<file path="src/hw/rtl/ekfc_pkg.sv">
// EAPOL-Key frame classifier: shared types, codes and frame offsets.
// No dependencies; used by every module of the block.
package ekfc_pkg;

   // Ethernet and EAPOL-Key layout
   localparam int unsigned ETH_HDR_BYTES    = 14;
   localparam int unsigned KEY_FIXED_BYTES  = 99;
   localparam int unsigned KEY_DATA_LEN_POS = 97;
   localparam int unsigned MIN_FRAME_BYTES  = ETH_HDR_BYTES + KEY_FIXED_BYTES;

   localparam logic [15:0] ETHERTYPE_EAPOL = 16'h888e;
   localparam logic [7:0]  EAPOL_TYPE_KEY  = 8'd3;
   localparam logic [7:0]  DESCRIPTOR_RSN  = 8'd2;
   localparam logic [16:0] EAPOL_HDR_BYTES = 17'd4;

   // Key information bits
   localparam logic [15:0] VERSION_MASK = 16'h0007;
   localparam logic [15:0] VERSION_SHA1 = 16'h0002;
   localparam logic [15:0] BIT_PAIRWISE = 16'h0008;
   localparam logic [15:0] BIT_INSTALL  = 16'h0040;
   localparam logic [15:0] BIT_ACK      = 16'h0080;
   localparam logic [15:0] BIT_MIC      = 16'h0100;
   localparam logic [15:0] BIT_ERROR    = 16'h0400;
   localparam logic [15:0] BIT_REQUEST  = 16'h0800;
   localparam logic [15:0] SEL_MASK     = BIT_PAIRWISE | BIT_INSTALL | BIT_ACK | BIT_MIC;
   localparam logic [15:0] SEL_MSG1     = BIT_PAIRWISE | BIT_ACK;
   localparam logic [15:0] SEL_MSG3     = BIT_PAIRWISE | BIT_INSTALL | BIT_ACK | BIT_MIC;

   // Byte positions of captured fields
   localparam logic [15:0] POS_ETYPE_HI  = 16'd12;
   localparam logic [15:0] POS_ETYPE_LO  = 16'd13;
   localparam logic [15:0] POS_PTYPE     = 16'd15;
   localparam logic [15:0] POS_BODY_HI   = 16'd16;
   localparam logic [15:0] POS_BODY_LO   = 16'd17;
   localparam logic [15:0] POS_DESC      = 16'd18;
   localparam logic [15:0] POS_KINFO_HI  = 16'd19;
   localparam logic [15:0] POS_KINFO_LO  = 16'd20;
   localparam logic [15:0] POS_KLEN_HI   = 16'd21;
   localparam logic [15:0] POS_KLEN_LO   = 16'd22;
   localparam logic [15:0] POS_KDLEN_HI  = 16'(ETH_HDR_BYTES + KEY_DATA_LEN_POS);
   localparam logic [15:0] POS_KDLEN_LO  = 16'(ETH_HDR_BYTES + KEY_DATA_LEN_POS + 1);

   localparam logic [15:0] COUNT_MAX = 16'hFFFF;

   typedef enum logic [1:0] {
      STATUS_OK          = 2'd0,
      STATUS_INVALID     = 2'd1,
      STATUS_PROTOCOL    = 2'd2,
      STATUS_UNSUPPORTED = 2'd3
   } status_type;

   typedef enum logic [1:0] {
      KIND_UNKNOWN = 2'd0,
      KIND_MSG1    = 2'd1,
      KIND_MSG3    = 2'd2
   } kind_type;

   typedef struct packed {
      logic [7:0] data_byte;
      logic       frame_end;
   } req_type;

   typedef struct packed {
      status_type  status;
      kind_type    message_kind;
      logic [15:0] key_information;
      logic [15:0] key_len_field;
      logic [16:0] eapol_total_length;
      logic [15:0] key_data_len_field;
      logic [15:0] frame_byte_count;
   } rsp_type;

   // Fields captured over one frame
   typedef struct packed {
      logic [15:0] byte_count;
      logic [15:0] ether_type;
      logic [7:0]  packet_type;
      logic [15:0] body_length;
      logic [7:0]  descriptor;
      logic [15:0] info_word;
      logic [15:0] size_word;
      logic [15:0] data_length;
   } frame_fields_type;

endpackage

</file>
<file path="src/hw/rtl/eapol_key_frame_classifier_core.sv">
// EAPOL-Key frame classifier top level: handshakes, capture, checks, result register.
// Depends on ekfc_pkg, ekfc_capture and ekfc_classify.
//
//   channel | direction | transfer                     | handshake
//   req_    | in        | one frame byte + last flag   | req_valid / req_stall
//   rsp_    | out       | one result per frame         | rsp_valid / rsp_stall
//
// One byte per cycle is taken while req_stall is low; the result passes the snapshot
// register, then the result register behind the check logic.
// Reset clears the byte counter, captured fields and both valid flags.
// A stalled result holds; one further frame end can wait in the snapshot slot,
// after which req_stall rises until the result is taken.
module eapol_key_frame_classifier_core (
   input  logic              clock,
   input  logic              reset,
   input  logic              req_valid,
   output logic              req_stall,
   input  ekfc_pkg::req_type req_data,
   output logic              rsp_valid,
   input  logic              rsp_stall,
   output ekfc_pkg::rsp_type rsp_data
);

   ekfc_pkg::frame_fields_type snap_fields;
   ekfc_pkg::rsp_type          result;
   ekfc_pkg::rsp_type          rsp_data_ff;
   logic                       snap_valid;
   logic                       snap_take;
   logic                       byte_take;
   logic                       out_free;
   logic                       rsp_valid_ff, rsp_valid_in;

   // flow control
   assign out_free  = !rsp_valid_ff || !rsp_stall;
   assign snap_take = snap_valid && out_free;
   assign req_stall = snap_valid && !out_free;
   assign byte_take = req_valid && !req_stall;

   ekfc_capture u_capture (
      .clock       (clock),
      .reset       (reset),
      .byte_take   (byte_take),
      .req_data    (req_data),
      .snap_take   (snap_take),
      .snap_valid  (snap_valid),
      .snap_fields (snap_fields)
   );

   ekfc_classify u_classify (
      .fields (snap_fields),
      .result (result)
   );

   // result register
   always_comb begin
      rsp_valid_in = rsp_valid_ff;
      if (out_free) begin
         rsp_valid_in = snap_valid;
      end
   end

   always_ff @(posedge clock) begin
      if (reset) begin
         rsp_valid_ff <= 1'b0;
      end else begin
         rsp_valid_ff <= rsp_valid_in;
      end
   end

   always_ff @(posedge clock) begin
      if (snap_take) begin
         rsp_data_ff <= result;
      end
   end

   assign rsp_valid = rsp_valid_ff;
   assign rsp_data  = rsp_data_ff;

endmodule

</file>
<file path="src/hw/rtl/ekfc_capture.sv">
// EAPOL-Key frame classifier: byte counter, field capture and frame snapshot register.
// Depends on ekfc_pkg.
module ekfc_capture (
   input  logic                        clock,
   input  logic                        reset,
   input  logic                        byte_take,
   input  ekfc_pkg::req_type           req_data,
   input  logic                        snap_take,
   output logic                        snap_valid,
   output ekfc_pkg::frame_fields_type  snap_fields
);

   ekfc_pkg::frame_fields_type fields_ff, fields_in, cur;
   ekfc_pkg::frame_fields_type snap_fields_ff;
   logic                       snap_valid_ff, snap_valid_in;
   logic                       frame_done;

   assign frame_done = byte_take && req_data.frame_end;

   // capture at the current position, then count with saturation
   always_comb begin
      cur = fields_ff;
      if (fields_ff.byte_count != ekfc_pkg::COUNT_MAX) begin
         cur.byte_count = fields_ff.byte_count + 16'd1;
      end
      unique case (fields_ff.byte_count)
         ekfc_pkg::POS_ETYPE_HI: cur.ether_type[15:8]  = req_data.data_byte;
         ekfc_pkg::POS_ETYPE_LO: cur.ether_type[7:0]   = req_data.data_byte;
         ekfc_pkg::POS_PTYPE:    cur.packet_type       = req_data.data_byte;
         ekfc_pkg::POS_BODY_HI:  cur.body_length[15:8] = req_data.data_byte;
         ekfc_pkg::POS_BODY_LO:  cur.body_length[7:0]  = req_data.data_byte;
         ekfc_pkg::POS_DESC:     cur.descriptor        = req_data.data_byte;
         ekfc_pkg::POS_KINFO_HI: cur.info_word[15:8]   = req_data.data_byte;
         ekfc_pkg::POS_KINFO_LO: cur.info_word[7:0]    = req_data.data_byte;
         ekfc_pkg::POS_KLEN_HI:  cur.size_word[15:8]   = req_data.data_byte;
         ekfc_pkg::POS_KLEN_LO:  cur.size_word[7:0]    = req_data.data_byte;
         ekfc_pkg::POS_KDLEN_HI: cur.data_length[15:8] = req_data.data_byte;
         ekfc_pkg::POS_KDLEN_LO: cur.data_length[7:0]  = req_data.data_byte;
         default: ;
      endcase
   end

   // state clears after the last byte of a frame
   always_comb begin
      fields_in = fields_ff;
      if (byte_take) begin
         fields_in = req_data.frame_end ? '0 : cur;
      end
   end

   // snapshot slot: filled on the last byte, emptied when taken downstream
   always_comb begin
      snap_valid_in = snap_valid_ff;
      if (snap_take) begin
         snap_valid_in = 1'b0;
      end
      if (frame_done) begin
         snap_valid_in = 1'b1;
      end
   end

   always_ff @(posedge clock) begin
      if (reset) begin
         fields_ff     <= '0;
         snap_valid_ff <= 1'b0;
      end else begin
         fields_ff     <= fields_in;
         snap_valid_ff <= snap_valid_in;
      end
   end

   always_ff @(posedge clock) begin
      if (frame_done) begin
         snap_fields_ff <= cur;
      end
   end

   assign snap_valid  = snap_valid_ff;
   assign snap_fields = snap_fields_ff;

endmodule

</file>
<file path="src/hw/rtl/ekfc_classify.sv">
// EAPOL-Key frame classifier: ordered frame checks and message classification.
// Depends on ekfc_pkg.
module ekfc_classify (
   input  ekfc_pkg::frame_fields_type fields,
   output ekfc_pkg::rsp_type          result
);

   logic [16:0] total_len;
   logic [16:0] avail_len;
   logic [16:0] key_room;
   logic [15:0] sel;
   logic        is_short;
   logic        bad_frame;
   logic        bad_key;
   logic        big_data;

   assign total_len = {1'b0, fields.body_length} + ekfc_pkg::EAPOL_HDR_BYTES;
   assign avail_len = {1'b0, fields.byte_count} - 17'(ekfc_pkg::ETH_HDR_BYTES);
   assign key_room  = total_len - 17'(ekfc_pkg::KEY_FIXED_BYTES);
   assign sel       = fields.info_word & ekfc_pkg::SEL_MASK;

   assign is_short  = (fields.byte_count < 16'(ekfc_pkg::MIN_FRAME_BYTES))
                   || (fields.ether_type != ekfc_pkg::ETHERTYPE_EAPOL);
   assign bad_frame = (total_len < 17'(ekfc_pkg::KEY_FIXED_BYTES))
                   || (total_len > avail_len)
                   || (fields.packet_type != ekfc_pkg::EAPOL_TYPE_KEY)
                   || (fields.descriptor != ekfc_pkg::DESCRIPTOR_RSN);
   assign bad_key   = ((fields.info_word & ekfc_pkg::VERSION_MASK) != ekfc_pkg::VERSION_SHA1)
                   || ((fields.info_word & (ekfc_pkg::BIT_ERROR | ekfc_pkg::BIT_REQUEST))
                       != 16'd0);
   assign big_data  = {1'b0, fields.data_length} > key_room;

   // first failing check wins
   always_comb begin
      result.message_kind       = ekfc_pkg::KIND_UNKNOWN;
      result.key_information    = fields.info_word;
      result.key_len_field      = fields.size_word;
      result.eapol_total_length = total_len;
      result.key_data_len_field = fields.data_length;
      result.frame_byte_count   = fields.byte_count;
      priority if (is_short) begin
         result.status = ekfc_pkg::STATUS_INVALID;
      end else if (bad_frame) begin
         result.status = ekfc_pkg::STATUS_PROTOCOL;
      end else if (bad_key) begin
         result.status = ekfc_pkg::STATUS_UNSUPPORTED;
      end else if (big_data) begin
         result.status = ekfc_pkg::STATUS_PROTOCOL;
      end else if (sel == ekfc_pkg::SEL_MSG1) begin
         result.status       = ekfc_pkg::STATUS_OK;
         result.message_kind = ekfc_pkg::KIND_MSG1;
      end else if (sel == ekfc_pkg::SEL_MSG3) begin
         result.status       = ekfc_pkg::STATUS_OK;
         result.message_kind = ekfc_pkg::KIND_MSG3;
      end else begin
         result.status = ekfc_pkg::STATUS_PROTOCOL;
      end
   end

endmodule

</file>
<file path="config.mk">
export PLATFORM = sky130hd
export DESIGN_NAME = eapol_key_frame_classifier_core
export DESIGN_NICKNAME = d
export VERILOG_FILES = /design/src/hw/rtl/ekfc_pkg.sv /design/src/hw/rtl/eapol_key_frame_classifier_core.sv /design/src/hw/rtl/ekfc_capture.sv /design/src/hw/rtl/ekfc_classify.sv
export SDC_FILE = /design/constraint.sdc
export NUM_CORES = 1
export LEC_CHECK = 0
export BUFFER_PORTS_ARGS = -buffer_cell sky130_fd_sc_hd__buf_2
export CAP_MARGIN = 5
export CELL_PAD_IN_SITES_DETAIL_PLACEMENT = 1
export CELL_PAD_IN_SITES_GLOBAL_PLACEMENT = 1
export CORE_MARGIN = 5
export CORE_UTILIZATION = 56
export CTS_BUF_LIST = sky130_fd_sc_hd__clkbuf_2 sky130_fd_sc_hd__clkbuf_4 sky130_fd_sc_hd__clkbuf_8
export DETAILED_ROUTE_END_ITERATION = 16
export GPL_ROUTABILITY_DRIVEN = 0
export PLACE_DENSITY = 0.95
export REMOVE_ABC_BUFFERS = 1
export SYNTH_ARGS = -nofsm -noshare
export SYNTH_HDL_FRONTEND = slang
export SYNTH_HIERARCHICAL = 1
export SYNTH_SLANG_ARGS = --single-unit
</file>
<file path="constraint.sdc">
create_clock -name clock -period 22.8 [get_ports clock]
set_input_delay 4.56 -clock clock [delete_from_list [all_inputs] [get_ports clock]]
set_output_delay 4.56 -clock clock [all_outputs]
set_load 0.05 [all_outputs]
</file>
# Word-level counts from Yosys, hierarchy flattened
# Cells that the tools add are included.
op_classes:
  add_sub_neg: 4
  order_cmp: 4
  n_eq_ne: 19
  muxes: 22
  reduce_logical: 18
op_table:
  columns: ["op", "count"]
  rows:
  - ["$eq A16 B5 Y1 const B", 7]
  - ["$mux W112", 1]
  - ["$mux W8", 12]
  - ["$eq A16 B4 Y1 const B", 3]
  - ["$eq A16 B7 Y1 const B", 2]
  - ["$ne A16 B16 Y1 const B", 2]
  - ["$add A16 B3 Y17 const B", 1]
  - ["$gt A16 B17 Y1", 1]
  - ["$gt A17 B17 Y1", 1]
  - ["$lt A17 B7 Y1 const B", 1]
  - ["$sub A16 B4 Y17 const B", 1]
  - ["$sub A17 B7 Y17 const B", 1]
  - ["$add A16 B1 Y16 const B", 1]
  - ["$lt A16 B7 Y1 const B", 1]
  - ["$mux W16", 1]
  - ["$ne A8 B2 Y1 const B", 2]
  - ["$reduce_bool A16 Y1", 1]
  - ["$mux W2", 5]
  - ["$logic_or A1 B1 Y1", 6]
  - ["$reduce_or A5 Y1", 1]
  - ["$eq A4 B3 Y1 const B", 1]
  - ["$eq A4 B4 Y1 const B", 1]
  - ["$logic_and A1 B1 Y1", 4]
  - ["$logic_not A1 Y1", 4]
  - ["other kinds (5)", 6]
word_totals:
  regBits: 311

# Longest topological paths before layout
depth:
  word_depth: 8
  depth_mapped: 18
  depth_no_buf: 16

# By module
# Netlist, hierarchy kept.
by_module_without_submodules:
  columns: ["mod", "n_inst", "cells_each", "area_per_inst_um2"]
  rows:
  - ["ekfc_capture", 1, 659, 8959.8]
  - ["eapol_key_frame_classifier_core", 1, 91, 2608.8]
  - ["ekfc_classify", 1, 338, 2523.7]

# Worst setup path after synthesis
# OpenSTA, ideal clock, no wires.
synth_timing:
  path_kind: "input -> register"
  startpoint: "input rsp_stall"
  endpoint: "register rsp_data_ff, in the netlist rsp_data[0], enable pin"
  setup_time_ps: 660
  t_arrival_ps: 10783
  required_ps: 22140
  setup_slack_ps: 11357
  stages: 1
  n_path_buf: 0
  cell_sequence: "a21boi_0"
synth_via:
  elab_chain_len: 3
synth_lines:
  columns: ["element", "line_no", "rtl"]
  rows:
  - ["from (decl)", "eapol_key_frame_classifier_core.sv:20", "input logic rsp_stall,"]
  - ["$logic_not A1 Y1", "eapol_key_frame_classifier_core.sv:34", "assign out_free = !rsp_valid_ff || !rsp_stall;"]
  - ["$logic_or A1 B1 Y1", "eapol_key_frame_classifier_core.sv:34", null]
  - ["$logic_and A1 B1 Y1", "eapol_key_frame_classifier_core.sv:35", "assign snap_take = snap_valid && out_free;"]
  - ["to (signal assigned)", "eapol_key_frame_classifier_core.sv:72", "rsp_data_ff <= result;"]
  - ["to (decl)", "eapol_key_frame_classifier_core.sv:26", "ekfc_pkg::rsp_type rsp_data_ff;"]
# No other way between the ends.
# A chain may end at the register's enable or synchronous reset.

# Worst setup path in the final report
layout_timing:
  startpoint: "input rsp_stall"
  endpoint: "output req_stall"
layout_via:
  elab_chain_len: 4
layout_lines:
  columns: ["element", "line_no", "rtl"]
  rows:
  - ["$logic_not A1 Y1", "eapol_key_frame_classifier_core.sv:34", null]
  - ["$logic_or A1 B1 Y1", "eapol_key_frame_classifier_core.sv:34", null]
  - ["$logic_not A1 Y1", "eapol_key_frame_classifier_core.sv:36", "assign req_stall = snap_valid && !out_free;"]
  - ["$logic_and A1 B1 Y1", "eapol_key_frame_classifier_core.sv:36", null]
  - ["to (decl)", "eapol_key_frame_classifier_core.sv:17", "output logic req_stall,"]
# No other way between the ends.

==> metrics.yaml <==
setup_path:
  crit_top_cell: "buf_2"
  worstPathCellList: "buf_2 -> and3_4 -> buf_2"
  critPathBufInv: 2
  reg2reg_depth: 15
  cp_num_cells: 3
  r2r-end: "rsp_data[84]"
  cp-end-kind: "output port"
  r2r_setup_slack_ns: 17.65
  critical_path.slowest_cell: "buf_2"
  critPathMaxStageDelay_ns: 0.26
  r2r_start: "u_capture/snap_fields[58]"
  worstPathRequired_ns: 18.24
  crit_type: "primary input to output port"
  cp_max_fo: 3
  critPathTopFamily: "buffers and inverters"
  worst_setup_path_start_kind: "primary input"
  cp.arrival_ns: 5.13
global_route:
  antenna_found_initial: 1
  grt_pass1_vias: 10500
  grt_util_all_layers: 0.302
  grt_overflow: 0
  grt.met1_usage: 0.358
  grt_max_degree: 72
  grtUsageMet2: 0.520
  global_route.usage.met3: 0.0523
  top_usage_layer: "met2"
  grt_first_pass_wirelength_um: 65800
floorplan:
  initial_utilization: 0.565
  dieArea_um2: 28400
  ios: 100
  fp.coreArea_um2: 25000
  fp.dieW_um: 169
  rows: 58
  die_h_um: 169
clock_network:
  cts-htree-levels: 2
  cts_tree: "built"
  ctsLongestPathBuffers: 3
  post-cts-setup-buffer-count: 0
  clk_pin_slew_ns: 0.07
  clkLatencyLatePin_ns: 0.59
  clock_sinks: 311
  ctsRootBufferMaster: "clkbuf_8"
  ctsResizeCount: 0
  cts_made_buffers: 48
  hold_buffers: 0
power:
  p_leak_nw: 5.77
  power_frac_clock: 0.420
  power_density_nw_per_um2: 79.5
  p_int_mw: 0.910
  power_switching_mw: 0.308
  p_seq_frac: 0.511
  switching_share: 0.253
  combPwrFrac: 0.069
  ir_drop_uv: 42.4
cells_and_area:
  multi_input_area_um2: 5060
  syn_to_final_growth_pct: 8.69
  regArea_um2: 8200
  drive_gt1_frac: 0.280
  final_cell_mix: "197 x edfxtp_1, 114 x dfxtp_1, 99 x buf_2, 94 x mux2_2, 88 x a22o_1"
  fillCellCount: 2456
  fin_nets: 1167
  fin_area_um2: 15300
  diodes: 0
  fin_util: 0.614
  layout_commonest_cell: "edfxtp_1"
yosys:
  synth-seq-cells: 311
  ys.flop_type: "edfxtp_1"
  synth_edf_count: 197
  synth_top_area_frac: 0.420
  synth_largest_area_cell: "edfxtp_1"
  synthArstFlopShare: 0
  yosysSeqAreaShare: 0.582
  synth.avg_cell_area_um2: 13.0
  synth.area.top_cells: "edfxtp_1 42%, dfxtp_1 16%, mux2_2 7.5%"
  synth_cell_types: 79
  syn-cell-area_um2: 14100
  syn-instance-count: 1088
  yosys_warnings: 6
route:
  drt-pass1-iter-count: 5
  vias: 9961
  wl_per_cell_um: 29.5
  drc: 0
  drt-total-wl_um: 43800
  routed_via_density: 6.71
  drtIter0Drc: 1227
  ant_nets: 0
timing:
  min_period_ns: 9.69
  setup_viol: 0
  final_max_slew_viol_count: 0
  worstMarginPinSlew_ns: 1.16
  post-route-period-util: 0.425
  rsz0062_at_grt: "no"
  max_freq_mhz: 103
  slew_headroom: 0.221
  layout_setup_ws_ns: 13.11
  hold_viol: 0
  skew_ns: 0.0497
  setup_tns_ns: 0
worst_hold_path:
  hold_path_end: "rsp_data[70]"
  whs_path_depth: 0
  hp-start: "u_capture/snap_fields[37]"
  hold_path.class: "flip-flop to flip-flop"
place:
  placed_area_um2: 14300
  dp_hpwl_um: 25700
  portBuffers: 99
  pre_cts_slack_ns: 13.10
flow_run:
  maxCapViolCount: 0
run_status:
  outcome: "finished clean"
-- layout make-up --
type | instances | share of cell area
Sequential cell | 311 | 0.535
Multi-Input combinational cell | 634 | 0.331
Clock buffer | 81 | 0.0658
Timing Repair Buffer | 101 | 0.0333
Tap cell | 330 | 0.0270
Inverter | 18 | 0.00441
Clock inverter | 9 | 0.00359
-- Yosys cell counts, types with 12 or more instances --
cell	number
a21oi_1	31
a22o_1	88
and2_1	12
buf_2	19
buf_4	67
clkbuf_1	33
dfxtp_1	114
edfxtp_1	197
ha_1	40
inv_1	17
mux2_2	94
nand2_1	44
nand3_1	34
nand4_1	16
nor2_1	29
nor3_1	17
o21ai_0	13
xnor2_1	41
-- cells by family after synthesis --
logic type / after synthesis / synth area share
flops: 311 / 0.582
simple gates: 234 / 0.0982
compound gates: 210 / 0.113
buf+inv: 143 / 0.0598
mux: 96 / 0.0767
xor+xnor: 54 / 0.0346
fa+ha+maj: 40 / 0.0355
-- power by group through the flow --
stage	Combinational, mW	Clock (mW)	Sequential (mW)
CTS	0.0825	0.518	0.622
global placement	0.0750	0	0.631
global route	0.0868	0.545	0.623
detailed placement	0.0798	0	0.633
finish	0.0840	0.512	0.622
floorplan	0.0307	0	0.655
-- sequential cells by signal (all words and copies together) (netlist names) --
signal and cells:
u_capture/snap_valid 1, rsp_valid 1, rsp_data 85, u_capture/snap_fields 112, u_capture/fields_ff 112
-- through the flow --
step	cells	power, mW	hold WS [ns]
after floorplan	963	0.686	0.400
after global placement	1394	0.706	0.403
after detailed placement	1394	0.713	0.407
after CTS	1484	1.22	0.428
after global routing	1484	1.25	0.437
final	1484	1.22	0.423
-- worst max-delay path by stage --
stage / start / to / slack, ns
global placement: rsp_stall / req_stall / 13.11
detailed placement: rsp_stall / req_stall / 13.10
floorplan: rsp_stall / rsp_data[0] / 11.36
CTS: rsp_stall / req_stall / 13.10
finish: rsp_stall / req_stall / 13.11
global route: rsp_stall / req_stall / 13.09
-- metal layers --
| metal | part of all wire | vias to the layer above |
|---|---|---|
| met4 | 0.063 | 2 |
| met5 | 0.00030 | - |
| met3 | 0.073 | 209 |
| met1 | 0.37 | 4972 |
| li1 | - | 4121 |
| met2 | 0.50 | 657 |
(Power assumes the default switching activity.)
